<file path="src/rtl/batch_weigh_dose_mix_sequencer_unit_defines.svh">
`ifndef BATCH_WEIGH_DOSE_MIX_SEQUENCER_UNIT_DEFINES_SVH
`define BATCH_WEIGH_DOSE_MIX_SEQUENCER_UNIT_DEFINES_SVH

// condition must hold in the same cycle as the trigger
`define BWDS_ASSERT_NOW(label, ck, rst_n, trig, cond, msg) \
	label: assert property (@(posedge ck) disable iff (!rst_n) (trig) |-> (cond)) \
		else $error(msg);

// condition must hold in the cycle after the trigger
`define BWDS_ASSERT_NEXT(label, ck, rst_n, trig, cond, msg) \
	label: assert property (@(posedge ck) disable iff (!rst_n) (trig) |=> (cond)) \
		else $error(msg);

`endif

</file>
<file path="src/rtl/bwds_pkg.sv">
`default_nettype none

package bwds_pkg;

	localparam int NUM_INGREDIENTS_DEF = 3;
	localparam int NUM_TANKS_DEF       = 5;
	localparam int MAX_INGREDIENTS     = 3;
	localparam int IDX_BITS            = 2;
	localparam int TANK_BITS           = 5;
	localparam int TANK_ID_BITS        = 3;
	localparam int FIELD_BITS          = 16;
	localparam int WEIGHT_BITS         = 16;
	localparam int TICK_BITS           = 8;
	localparam int PHASE_BITS          = 3;
	localparam int KIND_BITS           = 2;
	localparam int QUEUE_DEPTH         = 2;
	localparam int ADDR_BITS           = 5;
	localparam int DATA_BITS           = 32;

	localparam logic [TICK_BITS-1:0] DISCHARGE_RST = 8'd100;
	localparam logic [TICK_BITS-1:0] MIX_END_RST   = 8'd200;

	localparam logic [KIND_BITS-1:0] KIND_START = 2'd0;
	localparam logic [KIND_BITS-1:0] KIND_STOP  = 2'd1;
	localparam logic [KIND_BITS-1:0] KIND_TICK  = 2'd2;

	localparam logic [PHASE_BITS-1:0] PH_IDLE  = 3'd0;
	localparam logic [PHASE_BITS-1:0] PH_CHECK = 3'd1;
	localparam logic [PHASE_BITS-1:0] PH_DOSE  = 3'd2;
	localparam logic [PHASE_BITS-1:0] PH_MIX   = 3'd3;
	localparam logic [PHASE_BITS-1:0] PH_DONE  = 3'd4;
	localparam logic [PHASE_BITS-1:0] PH_ABORT = 3'd5;

	typedef enum logic [1:0] {
		OP_NOP,
		OP_START,
		OP_STOP,
		OP_TICK
	} op_t;

	typedef struct packed {
		op_t                        op;
		logic                       found;
		logic [WEIGHT_BITS-1:0]     scale;
		logic [MAX_INGREDIENTS-1:0] short_mask;
	} cmd_t;

	typedef struct packed {
		logic [MAX_INGREDIENTS-1:0][FIELD_BITS-1:0]   need;
		logic [MAX_INGREDIENTS-1:0][TANK_ID_BITS-1:0] tank;
		logic [TICK_BITS-1:0]                         discharge;
		logic [TICK_BITS-1:0]                         mix_end;
	} cfg_t;

	typedef struct packed {
		logic                 outlet;
		logic                 motor;
		logic                 scale;
		logic [TANK_BITS-1:0] tanks;
	} act_t;

endpackage

`default_nettype wire

</file>
<file path="src/rtl/bwds_if.sv">
`default_nettype none

interface bwds_req_if;
	import bwds_pkg::*;

	logic                  valid;
	logic                  ready;
	logic [KIND_BITS-1:0]  kind;
	logic                  order_found;
	logic [FIELD_BITS-1:0] scale_weight;
	logic [FIELD_BITS-1:0] level_0;
	logic [FIELD_BITS-1:0] level_1;
	logic [FIELD_BITS-1:0] level_2;

	modport source (
		output valid, kind, order_found, scale_weight, level_0, level_1, level_2,
		input ready
	);
	modport sink (
		input valid, kind, order_found, scale_weight, level_0, level_1, level_2,
		output ready
	);
endinterface

interface bwds_rsp_if;
	import bwds_pkg::*;

	logic                       valid;
	logic                       ready;
	logic [TANK_BITS-1:0]       tank_valves;
	logic                       scale_valve_open;
	logic                       mixer_motor_on;
	logic                       mixer_outlet_open;
	logic [PHASE_BITS-1:0]      phase;
	logic [MAX_INGREDIENTS-1:0] shortage_mask;
	logic                       order_done;
	logic                       aborted;

	modport source (
		output valid, tank_valves, scale_valve_open, mixer_motor_on, mixer_outlet_open,
		phase, shortage_mask, order_done, aborted,
		input ready
	);
	modport sink (
		input valid, tank_valves, scale_valve_open, mixer_motor_on, mixer_outlet_open,
		phase, shortage_mask, order_done, aborted,
		output ready
	);
endinterface

`default_nettype wire

</file>
<file path="src/rtl/batch_weigh_dose_mix_sequencer_unit.sv">
`default_nettype none
// channel | dir | payload
// req     | in  | kind, order_found, scale_weight, level_0..level_2
// rsp     | out | tank_valves, scale_valve_open, mixer_motor_on, mixer_outlet_open,
//         |     | phase, shortage_mask, order_done, aborted
// apb     | in  | register writes and reads, 4 bytes per register
//
// one item per cycle sustained while rsp is ready; an item taken at req is first
// written into a queue slot, then popped from it into the output register
// a two entry queue parts the front from the sequencer, so req keeps flowing while
// rsp is stalled until the queue fills
// reset clears the sequencer to idle with all actuators closed, no clearing pass

module batch_weigh_dose_mix_sequencer_unit #(
	parameter int NUM_INGREDIENTS = bwds_pkg::NUM_INGREDIENTS_DEF,
	parameter int NUM_TANKS       = bwds_pkg::NUM_TANKS_DEF
) (
	input  wire logic                          clk,
	input  wire logic                          arst_n,
	input  wire logic                          psel,
	input  wire logic                          penable,
	input  wire logic                          pwrite,
	input  wire logic [bwds_pkg::ADDR_BITS-1:0] paddr,
	input  wire logic [bwds_pkg::DATA_BITS-1:0] pwdata,
	output logic      [bwds_pkg::DATA_BITS-1:0] prdata,
	output logic                               pready,
	bwds_req_if.sink                           req,
	bwds_rsp_if.source                         rsp
);
	import bwds_pkg::*;

	cfg_t cfg;
	cmd_t wr_cmd;
	cmd_t rd_cmd;
	logic push;
	logic pop;
	logic full;
	logic empty;

	bwds_cfg u_cfg (
		.clk     (clk),
		.arst_n  (arst_n),
		.psel    (psel),
		.penable (penable),
		.pwrite  (pwrite),
		.paddr   (paddr),
		.pwdata  (pwdata),
		.prdata  (prdata),
		.pready  (pready),
		.cfg     (cfg)
	);

	bwds_front #(
		.NUM_INGREDIENTS (NUM_INGREDIENTS)
	) u_front (
		.req  (req),
		.cfg  (cfg),
		.full (full),
		.push (push),
		.cmd  (wr_cmd)
	);

	bwds_fifo #(
		.DEPTH (QUEUE_DEPTH)
	) u_fifo (
		.clk    (clk),
		.arst_n (arst_n),
		.push   (push),
		.wr_cmd (wr_cmd),
		.full   (full),
		.pop    (pop),
		.rd_cmd (rd_cmd),
		.empty  (empty)
	);

	bwds_back #(
		.NUM_INGREDIENTS (NUM_INGREDIENTS),
		.NUM_TANKS       (NUM_TANKS)
	) u_back (
		.clk    (clk),
		.arst_n (arst_n),
		.cfg    (cfg),
		.cmd    (rd_cmd),
		.empty  (empty),
		.pop    (pop),
		.rsp    (rsp)
	);

endmodule

`default_nettype wire

</file>
<file path="src/rtl/bwds_cfg.sv">
`default_nettype none

module bwds_cfg (
	input  wire logic                          clk,
	input  wire logic                          arst_n,
	input  wire logic                          psel,
	input  wire logic                          penable,
	input  wire logic                          pwrite,
	input  wire logic [bwds_pkg::ADDR_BITS-1:0] paddr,
	input  wire logic [bwds_pkg::DATA_BITS-1:0] pwdata,
	output logic      [bwds_pkg::DATA_BITS-1:0] prdata,
	output logic                               pready,
	output bwds_pkg::cfg_t                     cfg
);
	import bwds_pkg::*;

	localparam int REG_BITS = ADDR_BITS - 2;
	localparam logic [REG_BITS-1:0] REG_NEED_0    = 3'd0;
	localparam logic [REG_BITS-1:0] REG_NEED_1    = 3'd1;
	localparam logic [REG_BITS-1:0] REG_NEED_2    = 3'd2;
	localparam logic [REG_BITS-1:0] REG_TANK_0    = 3'd3;
	localparam logic [REG_BITS-1:0] REG_TANK_1    = 3'd4;
	localparam logic [REG_BITS-1:0] REG_TANK_2    = 3'd5;
	localparam logic [REG_BITS-1:0] REG_DISCHARGE = 3'd6;
	localparam logic [REG_BITS-1:0] REG_MIX_END   = 3'd7;

	cfg_t              cfg_q;
	logic [REG_BITS-1:0] reg_sel;
	logic              wr_en;

	assign pready  = 1'b1;
	assign reg_sel = paddr[ADDR_BITS-1:2];
	assign wr_en   = psel && penable && pwrite && pready;
	assign cfg     = cfg_q;

	always_ff @(posedge clk or negedge arst_n) begin
		if (!arst_n) begin
			cfg_q.need      <= '0;
			cfg_q.tank[0]   <= TANK_ID_BITS'(0);
			cfg_q.tank[1]   <= TANK_ID_BITS'(1);
			cfg_q.tank[2]   <= TANK_ID_BITS'(2);
			cfg_q.discharge <= DISCHARGE_RST;
			cfg_q.mix_end   <= MIX_END_RST;
		end else if (wr_en) begin
			case (reg_sel)
				REG_NEED_0:    cfg_q.need[0]   <= pwdata[FIELD_BITS-1:0];
				REG_NEED_1:    cfg_q.need[1]   <= pwdata[FIELD_BITS-1:0];
				REG_NEED_2:    cfg_q.need[2]   <= pwdata[FIELD_BITS-1:0];
				REG_TANK_0:    cfg_q.tank[0]   <= pwdata[TANK_ID_BITS-1:0];
				REG_TANK_1:    cfg_q.tank[1]   <= pwdata[TANK_ID_BITS-1:0];
				REG_TANK_2:    cfg_q.tank[2]   <= pwdata[TANK_ID_BITS-1:0];
				REG_DISCHARGE: cfg_q.discharge <= pwdata[TICK_BITS-1:0];
				REG_MIX_END:   cfg_q.mix_end   <= pwdata[TICK_BITS-1:0];
				default: ;
			endcase
		end
	end

	always_comb begin
		prdata = '0;
		case (reg_sel)
			REG_NEED_0:    prdata = DATA_BITS'(cfg_q.need[0]);
			REG_NEED_1:    prdata = DATA_BITS'(cfg_q.need[1]);
			REG_NEED_2:    prdata = DATA_BITS'(cfg_q.need[2]);
			REG_TANK_0:    prdata = DATA_BITS'(cfg_q.tank[0]);
			REG_TANK_1:    prdata = DATA_BITS'(cfg_q.tank[1]);
			REG_TANK_2:    prdata = DATA_BITS'(cfg_q.tank[2]);
			REG_DISCHARGE: prdata = DATA_BITS'(cfg_q.discharge);
			REG_MIX_END:   prdata = DATA_BITS'(cfg_q.mix_end);
			default:       prdata = '0;
		endcase
	end

endmodule

`default_nettype wire

</file>
<file path="src/rtl/bwds_front.sv">
`default_nettype none

module bwds_front #(
	parameter int NUM_INGREDIENTS = bwds_pkg::NUM_INGREDIENTS_DEF
) (
	bwds_req_if.sink             req,
	input  wire bwds_pkg::cfg_t  cfg,
	input  wire logic            full,
	output logic                 push,
	output bwds_pkg::cmd_t       cmd
);
	import bwds_pkg::*;

	logic [MAX_INGREDIENTS-1:0][FIELD_BITS-1:0] level;

	assign level     = {req.level_2, req.level_1, req.level_0};
	assign req.ready = !full;
	assign push      = req.valid && !full;

	always_comb begin
		cmd.found = req.order_found;
		cmd.scale = req.scale_weight[WEIGHT_BITS-1:0];
		case (req.kind)
			KIND_START: cmd.op = OP_START;
			KIND_STOP:  cmd.op = OP_STOP;
			KIND_TICK:  cmd.op = OP_TICK;
			default:    cmd.op = OP_NOP;
		endcase
		// level check done up front, only the mask travels on
		for (int i = 0; i < MAX_INGREDIENTS; i++) begin
			cmd.short_mask[i] = (i < NUM_INGREDIENTS) && (level[i] < cfg.need[i]);
		end
	end

endmodule

`default_nettype wire

</file>
<file path="src/rtl/bwds_fifo.sv">
`default_nettype none
`include "batch_weigh_dose_mix_sequencer_unit_defines.svh"

module bwds_fifo #(
	parameter int DEPTH = bwds_pkg::QUEUE_DEPTH
) (
	input  wire logic           clk,
	input  wire logic           arst_n,
	input  wire logic           push,
	input  wire bwds_pkg::cmd_t wr_cmd,
	output logic                full,
	input  wire logic           pop,
	output bwds_pkg::cmd_t      rd_cmd,
	output logic                empty
);
	import bwds_pkg::*;

	localparam int PTR_BITS = (DEPTH > 1) ? $clog2(DEPTH) : 1;
	localparam int CNT_BITS = $clog2(DEPTH + 1);
	localparam logic [PTR_BITS-1:0] PTR_LAST = PTR_BITS'(DEPTH - 1);
	localparam logic [CNT_BITS-1:0] CNT_FULL = CNT_BITS'(DEPTH);

	cmd_t                slot_q [DEPTH];
	logic [PTR_BITS-1:0] wr_ptr_q;
	logic [PTR_BITS-1:0] rd_ptr_q;
	logic [CNT_BITS-1:0] count_q;

	assign full   = (count_q == CNT_FULL);
	assign empty  = (count_q == '0);
	assign rd_cmd = slot_q[rd_ptr_q];

	always_ff @(posedge clk) begin
		if (push) begin
			slot_q[wr_ptr_q] <= wr_cmd;
		end
	end

	always_ff @(posedge clk or negedge arst_n) begin
		if (!arst_n) begin
			wr_ptr_q <= '0;
			rd_ptr_q <= '0;
			count_q  <= '0;
		end else begin
			if (push) begin
				wr_ptr_q <= (wr_ptr_q == PTR_LAST) ? '0 : wr_ptr_q + 1'b1;
			end
			if (pop) begin
				rd_ptr_q <= (rd_ptr_q == PTR_LAST) ? '0 : rd_ptr_q + 1'b1;
			end
			case ({push, pop})
				2'b10:   count_q <= count_q + 1'b1;
				2'b01:   count_q <= count_q - 1'b1;
				default: count_q <= count_q;
			endcase
		end
	end

	`BWDS_ASSERT_NOW(a_no_overrun, clk, arst_n, 1'b1, count_q <= CNT_FULL, "queue count beyond depth")
	`BWDS_ASSERT_NOW(a_no_underrun, clk, arst_n, pop, !empty, "pop from empty queue")
	`BWDS_ASSERT_NEXT(a_push_only, clk, arst_n, push && !pop, count_q == $past(count_q) + 1'b1, "queue count lost a push")

endmodule

`default_nettype wire

</file>
<file path="src/rtl/bwds_back.sv">
`default_nettype none
`include "batch_weigh_dose_mix_sequencer_unit_defines.svh"

module bwds_back #(
	parameter int NUM_INGREDIENTS = bwds_pkg::NUM_INGREDIENTS_DEF,
	parameter int NUM_TANKS       = bwds_pkg::NUM_TANKS_DEF
) (
	input  wire logic           clk,
	input  wire logic           arst_n,
	input  wire bwds_pkg::cfg_t cfg,
	input  wire bwds_pkg::cmd_t cmd,
	input  wire logic           empty,
	output logic                pop,
	bwds_rsp_if.source          rsp
);
	import bwds_pkg::*;

	typedef enum logic [5:0] {
		ST_IDLE  = 6'b000001,
		ST_CHECK = 6'b000010,
		ST_DOSE  = 6'b000100,
		ST_MIX   = 6'b001000,
		ST_DONE  = 6'b010000,
		ST_ABORT = 6'b100000
	} state_t;

	localparam logic [TICK_BITS-1:0] TICK_MAX = {TICK_BITS{1'b1}};

	state_t                     st_q, st_d;
	logic [IDX_BITS-1:0]        idx_q, idx_d;
	logic [WEIGHT_BITS-1:0]     acc_q, acc_d;
	logic [TICK_BITS-1:0]       mix_q, mix_d;
	act_t                       act_q, act_d;
	logic [MAX_INGREDIENTS-1:0] short_q, short_d;
	logic                       done_p, abort_p;

	logic [FIELD_BITS-1:0]      need_sel;
	logic [TANK_ID_BITS-1:0]    tank_sel;
	logic [WEIGHT_BITS:0]       target;
	logic [TANK_BITS-1:0]       vbit;
	logic [IDX_BITS:0]          idx_next;

	logic                       out_valid_q;

	function automatic logic [TANK_BITS-1:0] valve_of(input logic [TANK_ID_BITS-1:0] t);
		logic [TANK_BITS-1:0] v;
		v = '0;
		for (int k = 0; k < TANK_BITS; k++) begin
			v[k] = (t == TANK_ID_BITS'(k)) && (k < NUM_TANKS);
		end
		return v;
	endfunction

	function automatic logic [PHASE_BITS-1:0] phase_of(input state_t s);
		logic [PHASE_BITS-1:0] p;
		case (s)
			ST_IDLE:  p = PH_IDLE;
			ST_CHECK: p = PH_CHECK;
			ST_DOSE:  p = PH_DOSE;
			ST_MIX:   p = PH_MIX;
			ST_DONE:  p = PH_DONE;
			ST_ABORT: p = PH_ABORT;
			default:  p = PH_IDLE;
		endcase
		return p;
	endfunction

	assign pop = !empty && (!out_valid_q || rsp.ready);

	always_comb begin
		case (idx_q)
			2'd1:    begin need_sel = cfg.need[1]; tank_sel = cfg.tank[1]; end
			2'd2:    begin need_sel = cfg.need[2]; tank_sel = cfg.tank[2]; end
			default: begin need_sel = cfg.need[0]; tank_sel = cfg.tank[0]; end
		endcase
	end

	// target kept one bit wider so a large need never wraps
	assign target   = {1'b0, need_sel[WEIGHT_BITS-1:0]} + {1'b0, acc_q};
	assign vbit     = valve_of(tank_sel);
	assign idx_next = {1'b0, idx_q} + 1'b1;

	always_comb begin
		st_d    = st_q;
		idx_d   = idx_q;
		acc_d   = acc_q;
		mix_d   = mix_q;
		act_d   = act_q;
		short_d = short_q;
		done_p  = 1'b0;
		abort_p = 1'b0;
		case (cmd.op)
			OP_START: begin
				idx_d   = '0;
				acc_d   = '0;
				mix_d   = '0;
				act_d   = '0;
				short_d = '0;
				if (cmd.found) begin
					st_d = ST_CHECK;
				end else begin
					st_d    = ST_ABORT;
					abort_p = 1'b1;
				end
			end
			OP_STOP: begin
				act_d   = '0;
				st_d    = ST_ABORT;
				abort_p = 1'b1;
			end
			OP_TICK: begin
				case (st_q)
					ST_CHECK: begin
						if (cmd.short_mask != '0) begin
							short_d = cmd.short_mask;
							act_d   = '0;
							st_d    = ST_ABORT;
							abort_p = 1'b1;
						end else begin
							st_d  = ST_DOSE;
							idx_d = '0;
							acc_d = '0;
						end
					end
					ST_DOSE: begin
						if ({1'b0, cmd.scale} < target) begin
							act_d.tanks = act_q.tanks | vbit;
						end else begin
							act_d.tanks = act_q.tanks & ~vbit;
							acc_d       = cmd.scale;
							idx_d       = idx_next[IDX_BITS-1:0];
							if (idx_next >= (IDX_BITS+1)'(NUM_INGREDIENTS)) begin
								idx_d = '0;
								st_d  = ST_MIX;
								mix_d = '0;
							end
						end
					end
					ST_MIX: begin
						// discharge first, then motor until the end tick
						if (mix_q < cfg.discharge) begin
							act_d.scale = 1'b1;
						end else begin
							act_d.scale = 1'b0;
							act_d.motor = 1'b1;
							if (mix_q == cfg.mix_end) begin
								act_d.motor  = 1'b0;
								act_d.outlet = 1'b1;
								mix_d        = '0;
								st_d         = ST_DONE;
								done_p       = 1'b1;
							end
						end
						if (mix_d < TICK_MAX) begin
							mix_d = mix_d + 1'b1;
						end
					end
					default: ;
				endcase
			end
			default: ;
		endcase
	end

	always_ff @(posedge clk or negedge arst_n) begin
		if (!arst_n) begin
			st_q    <= ST_IDLE;
			idx_q   <= '0;
			acc_q   <= '0;
			mix_q   <= '0;
			act_q   <= '0;
			short_q <= '0;
		end else if (pop) begin
			st_q    <= st_d;
			idx_q   <= idx_d;
			acc_q   <= acc_d;
			mix_q   <= mix_d;
			act_q   <= act_d;
			short_q <= short_d;
		end
	end

	always_ff @(posedge clk or negedge arst_n) begin
		if (!arst_n) begin
			out_valid_q <= 1'b0;
		end else if (pop) begin
			out_valid_q <= 1'b1;
		end else if (rsp.ready) begin
			out_valid_q <= 1'b0;
		end
	end

	always_ff @(posedge clk) begin
		if (pop) begin
			rsp.tank_valves       <= act_d.tanks;
			rsp.scale_valve_open  <= act_d.scale;
			rsp.mixer_motor_on    <= act_d.motor;
			rsp.mixer_outlet_open <= act_d.outlet;
			rsp.phase             <= phase_of(st_d);
			rsp.shortage_mask     <= short_d;
			rsp.order_done        <= done_p;
			rsp.aborted           <= abort_p;
		end
	end

	assign rsp.valid = out_valid_q;

	`BWDS_ASSERT_NOW(a_pulse_excl, clk, arst_n, rsp.valid, !(rsp.order_done && rsp.aborted), "done and abort on one item")
	`BWDS_ASSERT_NOW(a_motor_excl, clk, arst_n, rsp.valid && rsp.mixer_motor_on, !rsp.scale_valve_open && !rsp.mixer_outlet_open, "motor runs with a mixer valve open")
	`BWDS_ASSERT_NEXT(a_done_item, clk, arst_n, pop && done_p, rsp.valid && rsp.phase == PH_DONE && rsp.mixer_outlet_open, "done item not shown as done")

endmodule

`default_nettype wire
</file>
<file path="src/flat_wrapper.sv">
// flat-port wrapper written by rule: the top's interface ports become plain ports
module batch_weigh_dose_mix_sequencer_unit_flat import bwds_pkg::*;
#(
	parameter int NUM_INGREDIENTS = bwds_pkg::NUM_INGREDIENTS_DEF,
	parameter int NUM_TANKS       = bwds_pkg::NUM_TANKS_DEF
)
  (clk, arst_n, psel, penable, pwrite, paddr, pwdata, prdata, pready, req_valid, req_kind, req_order_found, req_scale_weight, req_level_0, req_level_1, req_level_2, req_ready, rsp_valid, rsp_tank_valves, rsp_scale_valve_open, rsp_mixer_motor_on, rsp_mixer_outlet_open, rsp_phase, rsp_shortage_mask, rsp_order_done, rsp_aborted, rsp_ready);
  bwds_req_if req_i ();
  bwds_rsp_if rsp_i ();
  input  wire logic clk;
  input  wire logic arst_n;
  input  wire logic psel;
  input  wire logic penable;
  input  wire logic pwrite;
  input  wire logic [bwds_pkg::ADDR_BITS-1:0] paddr;
  input  wire logic [bwds_pkg::DATA_BITS-1:0] pwdata;
  output logic      [bwds_pkg::DATA_BITS-1:0] prdata;
  output logic pready;
  input wire logic [$bits(req_i.valid)-1:0] req_valid;
  input wire logic [$bits(req_i.kind)-1:0] req_kind;
  input wire logic [$bits(req_i.order_found)-1:0] req_order_found;
  input wire logic [$bits(req_i.scale_weight)-1:0] req_scale_weight;
  input wire logic [$bits(req_i.level_0)-1:0] req_level_0;
  input wire logic [$bits(req_i.level_1)-1:0] req_level_1;
  input wire logic [$bits(req_i.level_2)-1:0] req_level_2;
  output wire logic [$bits(req_i.ready)-1:0] req_ready;
  output wire logic [$bits(rsp_i.valid)-1:0] rsp_valid;
  output wire logic [$bits(rsp_i.tank_valves)-1:0] rsp_tank_valves;
  output wire logic [$bits(rsp_i.scale_valve_open)-1:0] rsp_scale_valve_open;
  output wire logic [$bits(rsp_i.mixer_motor_on)-1:0] rsp_mixer_motor_on;
  output wire logic [$bits(rsp_i.mixer_outlet_open)-1:0] rsp_mixer_outlet_open;
  output wire logic [$bits(rsp_i.phase)-1:0] rsp_phase;
  output wire logic [$bits(rsp_i.shortage_mask)-1:0] rsp_shortage_mask;
  output wire logic [$bits(rsp_i.order_done)-1:0] rsp_order_done;
  output wire logic [$bits(rsp_i.aborted)-1:0] rsp_aborted;
  input wire logic [$bits(rsp_i.ready)-1:0] rsp_ready;
  assign req_i.valid = req_valid;
  assign req_i.kind = req_kind;
  assign req_i.order_found = req_order_found;
  assign req_i.scale_weight = req_scale_weight;
  assign req_i.level_0 = req_level_0;
  assign req_i.level_1 = req_level_1;
  assign req_i.level_2 = req_level_2;
  assign req_ready = req_i.ready;
  assign rsp_valid = rsp_i.valid;
  assign rsp_tank_valves = rsp_i.tank_valves;
  assign rsp_scale_valve_open = rsp_i.scale_valve_open;
  assign rsp_mixer_motor_on = rsp_i.mixer_motor_on;
  assign rsp_mixer_outlet_open = rsp_i.mixer_outlet_open;
  assign rsp_phase = rsp_i.phase;
  assign rsp_shortage_mask = rsp_i.shortage_mask;
  assign rsp_order_done = rsp_i.order_done;
  assign rsp_aborted = rsp_i.aborted;
  assign rsp_i.ready = rsp_ready;
  batch_weigh_dose_mix_sequencer_unit #(.NUM_INGREDIENTS(NUM_INGREDIENTS), .NUM_TANKS(NUM_TANKS)) u_core (.clk(clk), .arst_n(arst_n), .psel(psel), .penable(penable), .pwrite(pwrite), .paddr(paddr), .pwdata(pwdata), .prdata(prdata), .pready(pready), .req(req_i), .rsp(rsp_i));
endmodule
</file>
<file path="config.mk">
export PLATFORM = sky130hd
export DESIGN_NAME = batch_weigh_dose_mix_sequencer_unit_flat
export DESIGN_NICKNAME = d
export VERILOG_FILES = /design/src/rtl/bwds_pkg.sv /design/src/rtl/bwds_if.sv /design/src/rtl/batch_weigh_dose_mix_sequencer_unit.sv /design/src/rtl/bwds_cfg.sv /design/src/rtl/bwds_front.sv /design/src/rtl/bwds_fifo.sv /design/src/rtl/bwds_back.sv /design/src/flat_wrapper.sv
export VERILOG_INCLUDE_DIRS = /design/src /design/src/rtl
export SDC_FILE = /design/constraint.sdc
export NUM_CORES = 1
export LEC_CHECK = 0
export CORE_UTILIZATION = 45
export CTS_CLUSTER_SIZE = 24
export DETAILED_ROUTE_END_ITERATION = 16
export DONT_BUFFER_PORTS = 1
export PLACE_DENSITY = 0.7
export SYNTH_ARGS = -nofsm -noshare
export SYNTH_HDL_FRONTEND = slang
export SYNTH_SLANG_ARGS = --single-unit
</file>
<file path="constraint.sdc">
create_clock -name clk -period 6.09 [get_ports clk]
set_input_delay 0.3045 -clock clk [delete_from_list [all_inputs] [get_ports clk]]
set_output_delay 0.3045 -clock clk [all_outputs]
set_load 0.03 [all_outputs]
</file>
==> key figures, run 1 <==
Place
  • Placed cell area: 11300 um2
  • I/O Buffers: 0
  • Weighted congestion reported at the end of routability-driven placement: 0.838
  • Sum of net half-perimeters after detailed placement: 19.7 mm

Global route
  • Initial antenna violation count: 2
  • GRT Max-Usage Layer: met2
  • Overflow left after global routing: 0
  • Met3 Resource Use GR: 0.0588
  • Wire length of the first global-routing pass: 43.7 mm
  • Combined global-route utilization of all metal layers: 0.229
  • GRT met1 Usage: 0.295
  • Met2 track demand over resource in global routing: 0.374
  • Vias in the first global route: 8163
  • Maximum number of pins on one net before global-route repair: 122

Routing
  • Total wire length: 27.1 mm
  • Vias: 8366
  • Count of TritonRoute iterations in the first routing pass: 5
  • Starting DRC count in detailed routing: 563
  • Number of nets with antenna violations after detailed routing: 0
  • Drc violations: 0
  • Via-to-Cell Ratio: 5.67
  • Routed length per instance: 18.4 um

Critical path
  • Critical path peak fanout: 8
  • Standard cell with the maximum stage delay on the critical path: sky130_fd_sc_hd__dfrtp_1
  • Combined buffer and inverter count along the critical path: 3
  • Delay of the slowest critical-path stage: 0.46 ns
  • Element type at the critical path end: register
  • Element type at the critical path start: register
  • Required time worst endpoint: 6.41 ns
  • Critical Path, Cell by Cell: inv_1 -> ha_2 -> buf_4 -> a22oi_1 -> a21oi_1 -> ha_1 -> inv_1 -> o21ai_0 -> a2111oi_2 -> o31a_1 -> o21ai_1 -> or3_1 -> a31oi_1 -> xor2_1 -> ha_1 -> nand4_1 -> nor3_1 -> o211ai_1 -> o221a_4 -> o31ai_4 -> a21oi_2 -> or3_1 -> a22o_1
  • Data arrival at the endpoint of the critical path: 6.04 ns
  • Startpoint-to-endpoint class of the critical path: register to register
  • Cell family with most CP delay: compound AO/OA/AOI/OAI gates

STA
  • Upper clock frequency limit: 175 MHz
  • Period utilization: 0.939
  • Setup TNS: 0 ns
  • Final setup vio count: 0
  • RSZ-0062 raised after global routing: no
  • Worst Hold Margin: 0.0121 ns
  • Final setup skew: 0.0134 ns
  • Number of failing hold endpoints at the final stage: 0
  • Max-slew violation total from the final report: 0
  • Clock period minus final worst setup slack: 5.72 ns
  • Slew @ Worst Pin: 1.16 ns
  • Headroom to the max-slew limit: 0.224

Die
  • Ports placed on the boundary: 162
  • Die Span X: 158 um
  • Core footprint: 23800 um2
  • Placement row count: 56
  • Die boundary height: 158 um
  • Full die area: 25100 um2
  • Initial core utilization: 0.464

Flow run
  • Reported max-cap violation count: 0

Synth
  • Sequential cell area fraction in the yosys report: 0.440
  • Gate Count Post-Synth: 1112
  • Distinct cell type count of the synthesized netlist: 73
  • Dominant register cell in the synthesized netlist: sky130_fd_sc_hd__dfrtp_1
  • Number of synthesized flops with an enable pin: 60
  • Count of warnings emitted by yosys: 0
  • Ys async rst share: 0.669
  • Yosys reg bits: 181
  • Synthesized area per cell: 9.90 um2
  • Cell area after technology mapping: 11000 um2

Hold path
  • Path category of the worst min-delay check: primary input to register

Run status
  • Status: finished clean

Layout
  • Share of cells above drive strength 1: 0.121
  • Top library cells by usage in the layout, fill and taps aside: 112 x sky130_fd_sc_hd__dfrtp_1, 109 x sky130_fd_sc_hd__nand2_1, 96 x sky130_fd_sc_hd__o21ai_0
  • Synthesis-to-finish area growth: 12.0%
  • Area of all placed cells without fillers: 12300 um2
  • Post-layout nets: 1348
  • Most frequent standard cell in the layout excluding fill and tap cells: sky130_fd_sc_hd__dfrtp_1
  • Ant. Diodes: 0

Clock network
  • Clock root buffer: sky130_fd_sc_hd__clkbuf_16
  • Clock H-tree levels: 4
  • Buffers from clock root to sink, at most: 2
  • TritonCTS clock tree: done
  • Clock latency of the later-clocked register in the worst-skew pair: 0.44 ns
  • Number of clock sinks: 181
  • Number of buffers added by the clock tree synthesis step: 17
  • Reg clk slew, reported paths: 0.07 ns

Power and ir drop
  • Power Dens Cells: 357 nW/um2
  • LEAKAGE: 5.32 nW
  • Design Power: 4.40 mW
  • Maximum vdd ir drop: 0.181 mV
final cells by class:
type | instances | area (um2)
Clock buffer | 17 | 425
Sequential cell | 181 | 4840
Multi-Input combinational cell | 810 | 5680
Tap cell | 319 | 399
Clock inverter | 15 | 153
Fill cell | 2111 | 11400
Inverter | 78 | 293
Timing Repair Buffer | 55 | 546
path summary, 6_finish.rpt:
path,startpoint,end,slack [ns],cells after the start
min in group asynchronous,arst_n,u_core.u_back.rsp.valid,0.42,2
worst min register to register,u_core.u_back.act_q[3],u_core.u_back.act_q[3],0.48,2
max in group asynchronous,arst_n,u_core.u_back.acc_q[4],5.06,2
worst min-delay path,pwdata[5],u_core.u_cfg.cfg[30],0.01,1
worst max register to register,u_core.u_back.idx_q[0],u_core.u_back.mix_q[0],0.37,23
worst max-delay path,u_core.u_back.idx_q[0],u_core.u_back.mix_q[0],0.37,23
Yosys cell counts, types with 9 or more instances:
library cell                 n  area (um2)
sky130_fd_sc_hd__buf_4      17         128
sky130_fd_sc_hd__ha_1       93        1160
sky130_fd_sc_hd__xnor2_1    19         166
sky130_fd_sc_hd__nand2_1   109         409
sky130_fd_sc_hd__nand3_1    18        90.1
sky130_fd_sc_hd__o22ai_1    10        62.6
sky130_fd_sc_hd__clkbuf_1   27         101
sky130_fd_sc_hd__nand2b_1   21         131
sky130_fd_sc_hd__mux2i_1    21         210
sky130_fd_sc_hd__dfstp_2     9         236
sky130_fd_sc_hd__nor2_1     85         319
sky130_fd_sc_hd__a22o_1     20         175
sky130_fd_sc_hd__a22oi_1    24         180
sky130_fd_sc_hd__buf_1       9        33.8
sky130_fd_sc_hd__nor4_1      9        56.3
sky130_fd_sc_hd__dfrtp_1   112        2800
sky130_fd_sc_hd__mux2_2     55         619
sky130_fd_sc_hd__a21o_1     18         135
sky130_fd_sc_hd__o21ai_0    96         480
sky130_fd_sc_hd__xor2_1     10        87.6
sky130_fd_sc_hd__inv_1      77         289
sky130_fd_sc_hd__edfxtp_1   60        1800
sky130_fd_sc_hd__a21oi_1    61         305
cell families (layout without fill, tap and decap cells):
| logic type | Yosys count | count (layout) | share of synthesized area |
|---|---|---|---|
| flops | 181 | 181 | 0.440 |
| other cells | 2 | 17 | 0.000682 |
| compound gates | 302 | 302 | 0.180 |
| mux | 76 | 76 | 0.0753 |
| xor+xnor | 29 | 29 | 0.0231 |
| fa+ha+maj | 94 | 94 | 0.107 |
| buf+inv | 136 | 165 | 0.0539 |
| simple gates | 292 | 292 | 0.120 |
sequential cells by signal (all words and copies together), names as in the netlist, 3 cells and up:
| signal | flops |
|---|---|
| u_core.u_back.rsp.tank_valves | 5 |
| u_core.u_cfg.cfg | 73 |
| u_core.u_back.acc_q | 16 |
| u_core.u_fifo.slot_q | 44 |
| u_core.u_back.act_q | 8 |
| u_core.u_back.rsp.shortage_mask | 3 |
| u_core.u_back.mix_q | 8 |
| u_core.u_back.short_q | 3 |
| u_core.u_back.st_q | 6 |
| u_core.u_back.rsp.phase | 3 |
metal layers:
layer,routed length [um],vias to the layer above
li1,-,4024
met1,11700,4046
met2,13200,255
met3,1770,37
met4,493,4
met5,23,-
what timing repair did:
item / 4_1_cts / 5_1_grt
buffers inserted: 0 / 0
endpoints found under the hold margin: 193 / 1
endpoints found under the setup margin: 0 / 38
resized for setup: 0 / 7
hold buffers: 35 / 1
power by group:
group / leakage (nW) / switching, mW / internal [mW]
Combinational: 2.96 / 0.874 / 0.584
Sequential: 2.08 / 0.275 / 1.56
Clock: 0.277 / 0.495 / 0.607
per-stage QoR:
stage                     utilization  setup slack [ns]  cells
after floorplan                     -             0.638   1127
after global placement          0.477             0.324   1407
after detailed placement        0.477             0.227   1407
after CTS                       0.517             0.183   1474
after global routing            0.519            0.0217   1475
final                           0.519             0.369   1475
Note: power is estimated with default switching activity, not from simulation.
==> run 2, diff against run 1 <==
BUFFER_PORTS_ARGS = -buffer_cell sky130_fd_sc_hd__buf_2   (was unset)
DONT_BUFFER_PORTS = unset   (was 1)
MAX_ROUTING_LAYER = met4   (was unset)
PLACE_DENSITY = 0.75   (was 0.7)
TNS_END_PERCENT = 1   (was unset)
==> key figures, run 2 (synthesized netlist as in run 1, its figures left out) <==
Place
  • Sum of net half-perimeters after detailed placement: 20.4 mm
  • I/O Buffers: 126
  • Placed cell count: 1532
  • Weighted congestion reported at the end of routability-driven placement: 0.932

Run status
  • Status: finished clean

Critical path
  • Cell family with most CP delay: compound AO/OA/AOI/OAI gates
  • Delay of the slowest critical-path stage: 0.43 ns
  • Required time worst endpoint: 6.41 ns
  • Dominant cell type by count on the critical path: sky130_fd_sc_hd__a21oi_1
  • Critical path peak fanout: 18
  • Worst reg-to-reg path cell count: 24
  • Critical Path, Cell by Cell: inv_1 -> ha_2 -> buf_4 -> a22oi_1 -> a21oi_1 -> ha_1 -> a21oi_1 -> o21ai_0 -> a2111oi_2 -> o31a_1 -> buf_4 -> o211a_1 -> o31ai_1 -> a21oi_1 -> xor2_1 -> ha_1 -> nand3_1 -> nor3_1 -> o211ai_1 -> o221a_4 -> o31ai_4 -> a21o_1 -> nand2_2 -> a22o_1
  • Element type at the critical path end: register
  • Critical R2R Launch: u_core.u_back.idx_q[0]
  • Worst r2r dst: u_core.u_back.acc_q[14]
  • Element type at the critical path start: register
  • Setup slack, reg-to-reg: 0.38 ns
  • Data arrival at the endpoint of the critical path: 6.03 ns
  • Startpoint-to-endpoint class of the critical path: register to register
  • Standard cell with the maximum stage delay on the critical path: sky130_fd_sc_hd__dfrtp_1
  • Combined buffer and inverter count along the critical path: 3

Routing
  • Via-to-Cell Ratio: 5.66
  • Starting DRC count in detailed routing: 489
  • Vias: 8863
  • Drc violations: 0
  • Total wire length: 27.5 mm
  • Number of nets with antenna violations after detailed routing: 0
  • Routed length per instance: 17.6 um
  • Count of TritonRoute iterations in the first routing pass: 5

Flow run
  • Reported max-cap violation count: 0

Power and ir drop
  • Switching power summed over all nets: 1.68 mW
  • LEAKAGE: 5.70 nW
  • Internal: 2.91 mW
  • Maximum vdd ir drop: 0.223 mV
  • Share of total power in sequential cells: 0.379
  • Proportion of power drawn by combinational gates: 0.354
  • Clock share of power: 0.267
  • Power Dens Cells: 363 nW/um2
  • Design Power: 4.59 mW
  • Switching share of power: 0.366

Clock network
  • Reg clk slew, reported paths: 0.07 ns
  • Clock H-tree levels: 4
  • Number of buffers added by the clock tree synthesis step: 17
  • TritonCTS clock tree: done
  • Buffers from clock root to sink, at most: 2
  • Clock latency of the later-clocked register in the worst-skew pair: 0.44 ns
  • Number of clock sinks: 181
  • Clock root buffer: sky130_fd_sc_hd__clkbuf_16

STA
  • Period utilization: 0.937
  • Number of failing hold endpoints at the final stage: 0
  • Setup TNS: 0 ns
  • RSZ-0062 raised after global routing: no
  • Headroom to the max-slew limit: 0.234
  • Clock period minus final worst setup slack: 5.71 ns
  • Final setup skew: 0.0118 ns
  • Final setup vio count: 0
  • Max-slew violation total from the final report: 0
  • Upper clock frequency limit: 175 MHz
  • Slew @ Worst Pin: 1.15 ns

Hold path
  • Path category of the worst min-delay check: primary input to register
  • Instance count along the most critical hold path: 1
  • Hold path endpoint: u_core.u_fifo.slot_q[0][4]
  • Hold path startpoint: req_scale_weight[1]

Die
  • Placement row count: 56
  • Core footprint: 23800 um2
  • Die boundary height: 158 um
  • Initial core utilization: 0.464
  • Ports placed on the boundary: 162
  • Die Span X: 158 um
  • Full die area: 25100 um2

Layout
  • Flip-flop count of the largest register after layout: 73
  • Share of cells above drive strength 1: 0.210
  • Number of cells in the finished layout apart from fillers: 1567
  • Most frequent standard cell in the layout excluding fill and tap cells: sky130_fd_sc_hd__buf_2
  • Top library cells by usage in the layout, fill and taps aside: 125 x sky130_fd_sc_hd__buf_2, 112 x sky130_fd_sc_hd__dfrtp_1, 109 x sky130_fd_sc_hd__nand2_1
  • Final cell utilization of the core: 0.532
  • Synthesis-to-finish area growth: 14.8%
  • Post-layout nets: 1438

Global route
  • Combined global-route utilization of all metal layers: 0.236
  • Met3 Resource Use GR: 0.0460
  • Vias in the first global route: 8520
  • Wire length of the first global-routing pass: 44.0 mm
  • GRT Max-Usage Layer: met2
  • Overflow left after global routing: 0
  • Met2 track demand over resource in global routing: 0.364
  • Maximum number of pins on one net before global-route repair: 66
  • GRT met1 Usage: 0.302
  • Initial antenna violation count: 1
-- run 2: changes by cell type in the layout (fill, tap and decap cells not counted), moves of 2 or more --
cell,delta
sky130_fd_sc_hd__buf_2,+125
sky130_fd_sc_hd__bufinv_16,+3
sky130_fd_sc_hd__clkinv_2,-2
sky130_fd_sc_hd__clkinv_4,+2
sky130_fd_sc_hd__clkinvlp_4,-2
sky130_fd_sc_hd__diode_2,+2
sky130_fd_sc_hd__dlygate4sd3_1,-34
-- run 2: worst max path at each step --
stage                                start                         end  depth (start not counted)
floorplan           u_core.u_back.idx_q[1]      u_core.u_back.mix_q[1]                         24
global placement    u_core.u_back.idx_q[1]  u_core.u_back.rsp.phase[0]                         23
detailed placement  u_core.u_back.idx_q[1]      u_core.u_back.acc_q[5]                         23
CTS                 u_core.u_back.idx_q[1]      u_core.u_back.acc_q[5]                         23
global route        u_core.u_back.idx_q[1]      u_core.u_back.acc_q[5]                         23
finish              u_core.u_back.idx_q[0]     u_core.u_back.acc_q[14]                         24
-- run 2: power groups by stage --
stage	clock, mW	combinational, mW	sequential (mW)
floorplan	0	1.12	1.78
global placement	0	1.55	1.75
detailed placement	0	1.61	1.76
CTS	1.24	1.62	1.74
global route	1.29	1.80	1.77
finish	1.23	1.62	1.74
-- run 2: timing repair --
action / 4_1_cts / 5_1_grt
resized for setup: 0 / 5
endpoints found under the setup margin: 0 / 38
hold buffers: 1 / 0
endpoints found under the hold margin: 49 / 0
buffers inserted: 0 / 0
-- run 2: stage by stage --
step / worst slack (ns) / area (um2) / hold slack (ns)
after floorplan: 0.638 / 11100 / 0.00891
after global placement: 0.364 / 12000 / 0.411
after detailed placement: 0.260 / 12000 / 0.414
after CTS: 0.212 / 12600 / 0.0439
after global routing: 0.0527 / 12600 / 0.0383
final: 0.382 / 12600 / 0.0574
-- run 2: final cells by class --
cell class / instances / area [um2]
Fill cell: 2094 / 11100
Multi-Input combinational cell: 810 / 5660
Sequential cell: 181 / 4840
Timing Repair Buffer: 145 / 791
Clock buffer: 18 / 429
Tap cell: 319 / 399
Inverter: 78 / 293
Clock inverter: 14 / 223
Antenna cell: 2 / 5.00
-- run 2: routing by layer --
| metal | vias up | part of all wire |
|---|---|---|
| met2 | 326 | 0.47 |
| met5 | - | 0 |
| met4 | 0 | 0.035 |
| li1 | 4217 | - |
| met3 | 73 | 0.064 |
| met1 | 4247 | 0.43 |
==> run 3, diff against run 2 <==
clock period = 5.82 ns   (was 6.09 ns; I/O delays follow)
==> key figures, run 3 (synthesized netlist as in run 1, its figures left out) <==
Run status
  • Status: finished clean

Die
  • Core footprint: 23800 um2
  • Ports placed on the boundary: 162
  • Die boundary height: 158 um
  • Initial core utilization: 0.464
  • Die Span X: 158 um
  • Full die area: 25100 um2
  • Placement row count: 56

Critical path
  • Worst r2r dst: u_core.u_back.mix_q[1]
  • Critical path peak fanout: 8
  • Standard cell with the maximum stage delay on the critical path: sky130_fd_sc_hd__dfrtp_2
  • Delay of the slowest critical-path stage: 0.44 ns
  • Startpoint-to-endpoint class of the critical path: register to register
  • Critical Path, Cell by Cell: inv_1 -> ha_2 -> a22oi_1 -> a21oi_1 -> ha_1 -> a21oi_2 -> o21ai_1 -> a2111oi_2 -> o31a_1 -> o21ai_1 -> or3_1 -> a31oi_1 -> xor2_1 -> ha_1 -> nand4_1 -> nor3_2 -> o211ai_1 -> o221a_4 -> o31ai_4 -> a21oi_2 -> or3_1 -> a22o_1
  • Critical R2R Launch: u_core.u_back.idx_q[0]
  • Worst reg-to-reg path cell count: 22
  • Setup slack, reg-to-reg: 0.37 ns
  • Required time worst endpoint: 6.14 ns
  • Element type at the critical path end: register
  • Data arrival at the endpoint of the critical path: 5.77 ns
  • Element type at the critical path start: register

Clock network
  • TritonCTS clock tree: done
  • Clock latency of the later-clocked register in the worst-skew pair: 0.44 ns
  • Buffers from clock root to sink, at most: 2
  • Clock H-tree levels: 4
  • Clock root buffer: sky130_fd_sc_hd__clkbuf_16
  • Number of clock sinks: 181
  • Reg clk slew, reported paths: 0.07 ns
  • Number of buffers added by the clock tree synthesis step: 17

Hold path
  • Instance count along the most critical hold path: 1
  • Hold path startpoint: req_scale_weight[1]
  • Path category of the worst min-delay check: primary input to register
  • Hold path endpoint: u_core.u_fifo.slot_q[1][4]

Routing
  • Routed length per instance: 17.4 um
  • Drc violations: 0
  • Count of TritonRoute iterations in the first routing pass: 5
  • Starting DRC count in detailed routing: 652
  • Number of nets with antenna violations after detailed routing: 0
  • Via-to-Cell Ratio: 5.57
  • Vias: 8740
  • Total wire length: 27.4 mm

Place
  • Sum of net half-perimeters after detailed placement: 20.4 mm
  • Placed cell count: 1532
  • I/O Buffers: 126
  • Weighted congestion reported at the end of routability-driven placement: 0.926

Power and ir drop
  • Maximum vdd ir drop: 0.214 mV
  • LEAKAGE: 5.66 nW
  • Power Dens Cells: 368 nW/um2

Global route
  • Wire length of the first global-routing pass: 43.7 mm
  • Combined global-route utilization of all metal layers: 0.233
  • Vias in the first global route: 8484
  • Initial antenna violation count: 2
  • Maximum number of pins on one net before global-route repair: 67
  • Overflow left after global routing: 0

STA
  • Max-slew violation total from the final report: 0
  • Upper clock frequency limit: 183 MHz
  • Period utilization: 0.937
  • Setup TNS: 0 ns
  • Headroom to the max-slew limit: 0.221
  • Number of failing hold endpoints at the final stage: 0
  • Final setup vio count: 0
  • RSZ-0062 raised after global routing: yes
  • Final setup skew: 0.0116 ns
  • Worst Hold Margin: 0.0390 ns
  • Clock period minus final worst setup slack: 5.45 ns
  • Slew @ Worst Pin: 1.17 ns

Layout
  • Sequential cell area: 4840 um2
  • Post-layout nets: 1440
  • Number of cells in the finished layout apart from fillers: 1569
  • Footprint of the multi-input gates: 5690 um2
  • Most frequent standard cell in the layout excluding fill and tap cells: sky130_fd_sc_hd__buf_2
  • Final cell utilization of the core: 0.530
  • Count of fill cells added during filler insertion: 2081
  • Flip-flop count of the largest register after layout: 73
  • Synthesis-to-finish area growth: 14.3%
  • Share of cells above drive strength 1: 0.216
  • Top library cells by usage in the layout, fill and taps aside: 125 x sky130_fd_sc_hd__buf_2, 110 x sky130_fd_sc_hd__dfrtp_1, 109 x sky130_fd_sc_hd__nand2_1

Flow run
  • Reported max-cap violation count: 0
run 3: area by class of cell:
cell class / instances / share of cell area
Multi-Input combinational cell: 810 / 0.452
Sequential cell: 181 / 0.385
Timing Repair Buffer: 147 / 0.0630
Clock buffer: 17 / 0.0338
Tap cell: 319 / 0.0317
Inverter: 78 / 0.0233
Clock inverter: 15 / 0.0110
Antenna cell: 2 / 0.000398
run 3: worst max path at each step:
| stage | from | end | slack, ns | depth (start not counted) |
|---|---|---|---|---|
| after floorplan | u_core.u_back.idx_q[1] | u_core.u_back.mix_q[1] | 0.37 | 24 |
| after global placement | u_core.u_back.idx_q[1] | u_core.u_back.rsp.phase[0] | 0.19 | 23 |
| after detailed placement | u_core.u_back.idx_q[1] | u_core.u_back.idx_q[1] | 0.05 | 23 |
| after CTS | u_core.u_back.idx_q[1] | u_core.u_back.idx_q[1] | 0.01 | 23 |
| after global routing | u_core.u_back.idx_q[0] | u_core.u_back.mix_q[1] | -0.06 | 23 |
| final | u_core.u_back.idx_q[0] | u_core.u_back.mix_q[1] | 0.37 | 22 |
run 3: through the flow:
stage                     area [um2]  power (mW)  worst slack (ns)
after detailed placement       11900        3.51            0.0464
after CTS                      12500        4.63            0.0146
after floorplan                11100        3.03             0.368
after global placement         11900        3.45             0.191
after global routing           12600        4.92           -0.0607
final                          12600        4.63             0.369
run 3: critical path, delay by kind of cell (launching register included):
family / cells / cell delay (ns)
AOI/OAI and AO/OA: 13 / 2.58
and+or+nand+nor: 4 / 1.10
xor gates and xnor gates: 1 / 0.11
buffers and inverters: 1 / 0.16
adders and majority gates: 3 / 0.93
DFF: 1 / 0.44
run 3: repair_timing:
item | CTS | global route
buffers inserted | 0 | 2
gates resized for setup | 0 | 13
hold endpoints to repair | 6 | 0
setup endpoints to repair | 0 | 41
hold buffers | 1 | 0
run 3: report_power, final:
group | switching (mW) | internal (mW) | leakage [nW] | total (mW)
clock network | 0.550 | 0.566 | 0.265 | 1.12
registers | 0.194 | 1.63 | 2.08 | 1.83
logic | 1.05 | 0.640 | 3.32 | 1.69
total | 1.79 | 2.84 | 5.66 | 4.63
run 3: layer usage:
layer / track usage / routed length [um]
met1: 0.298 / 12000
met2: 0.371 / 13000
met3: 0.0435 / 1570
met4: 0.0842 / 803
met5: - / 0
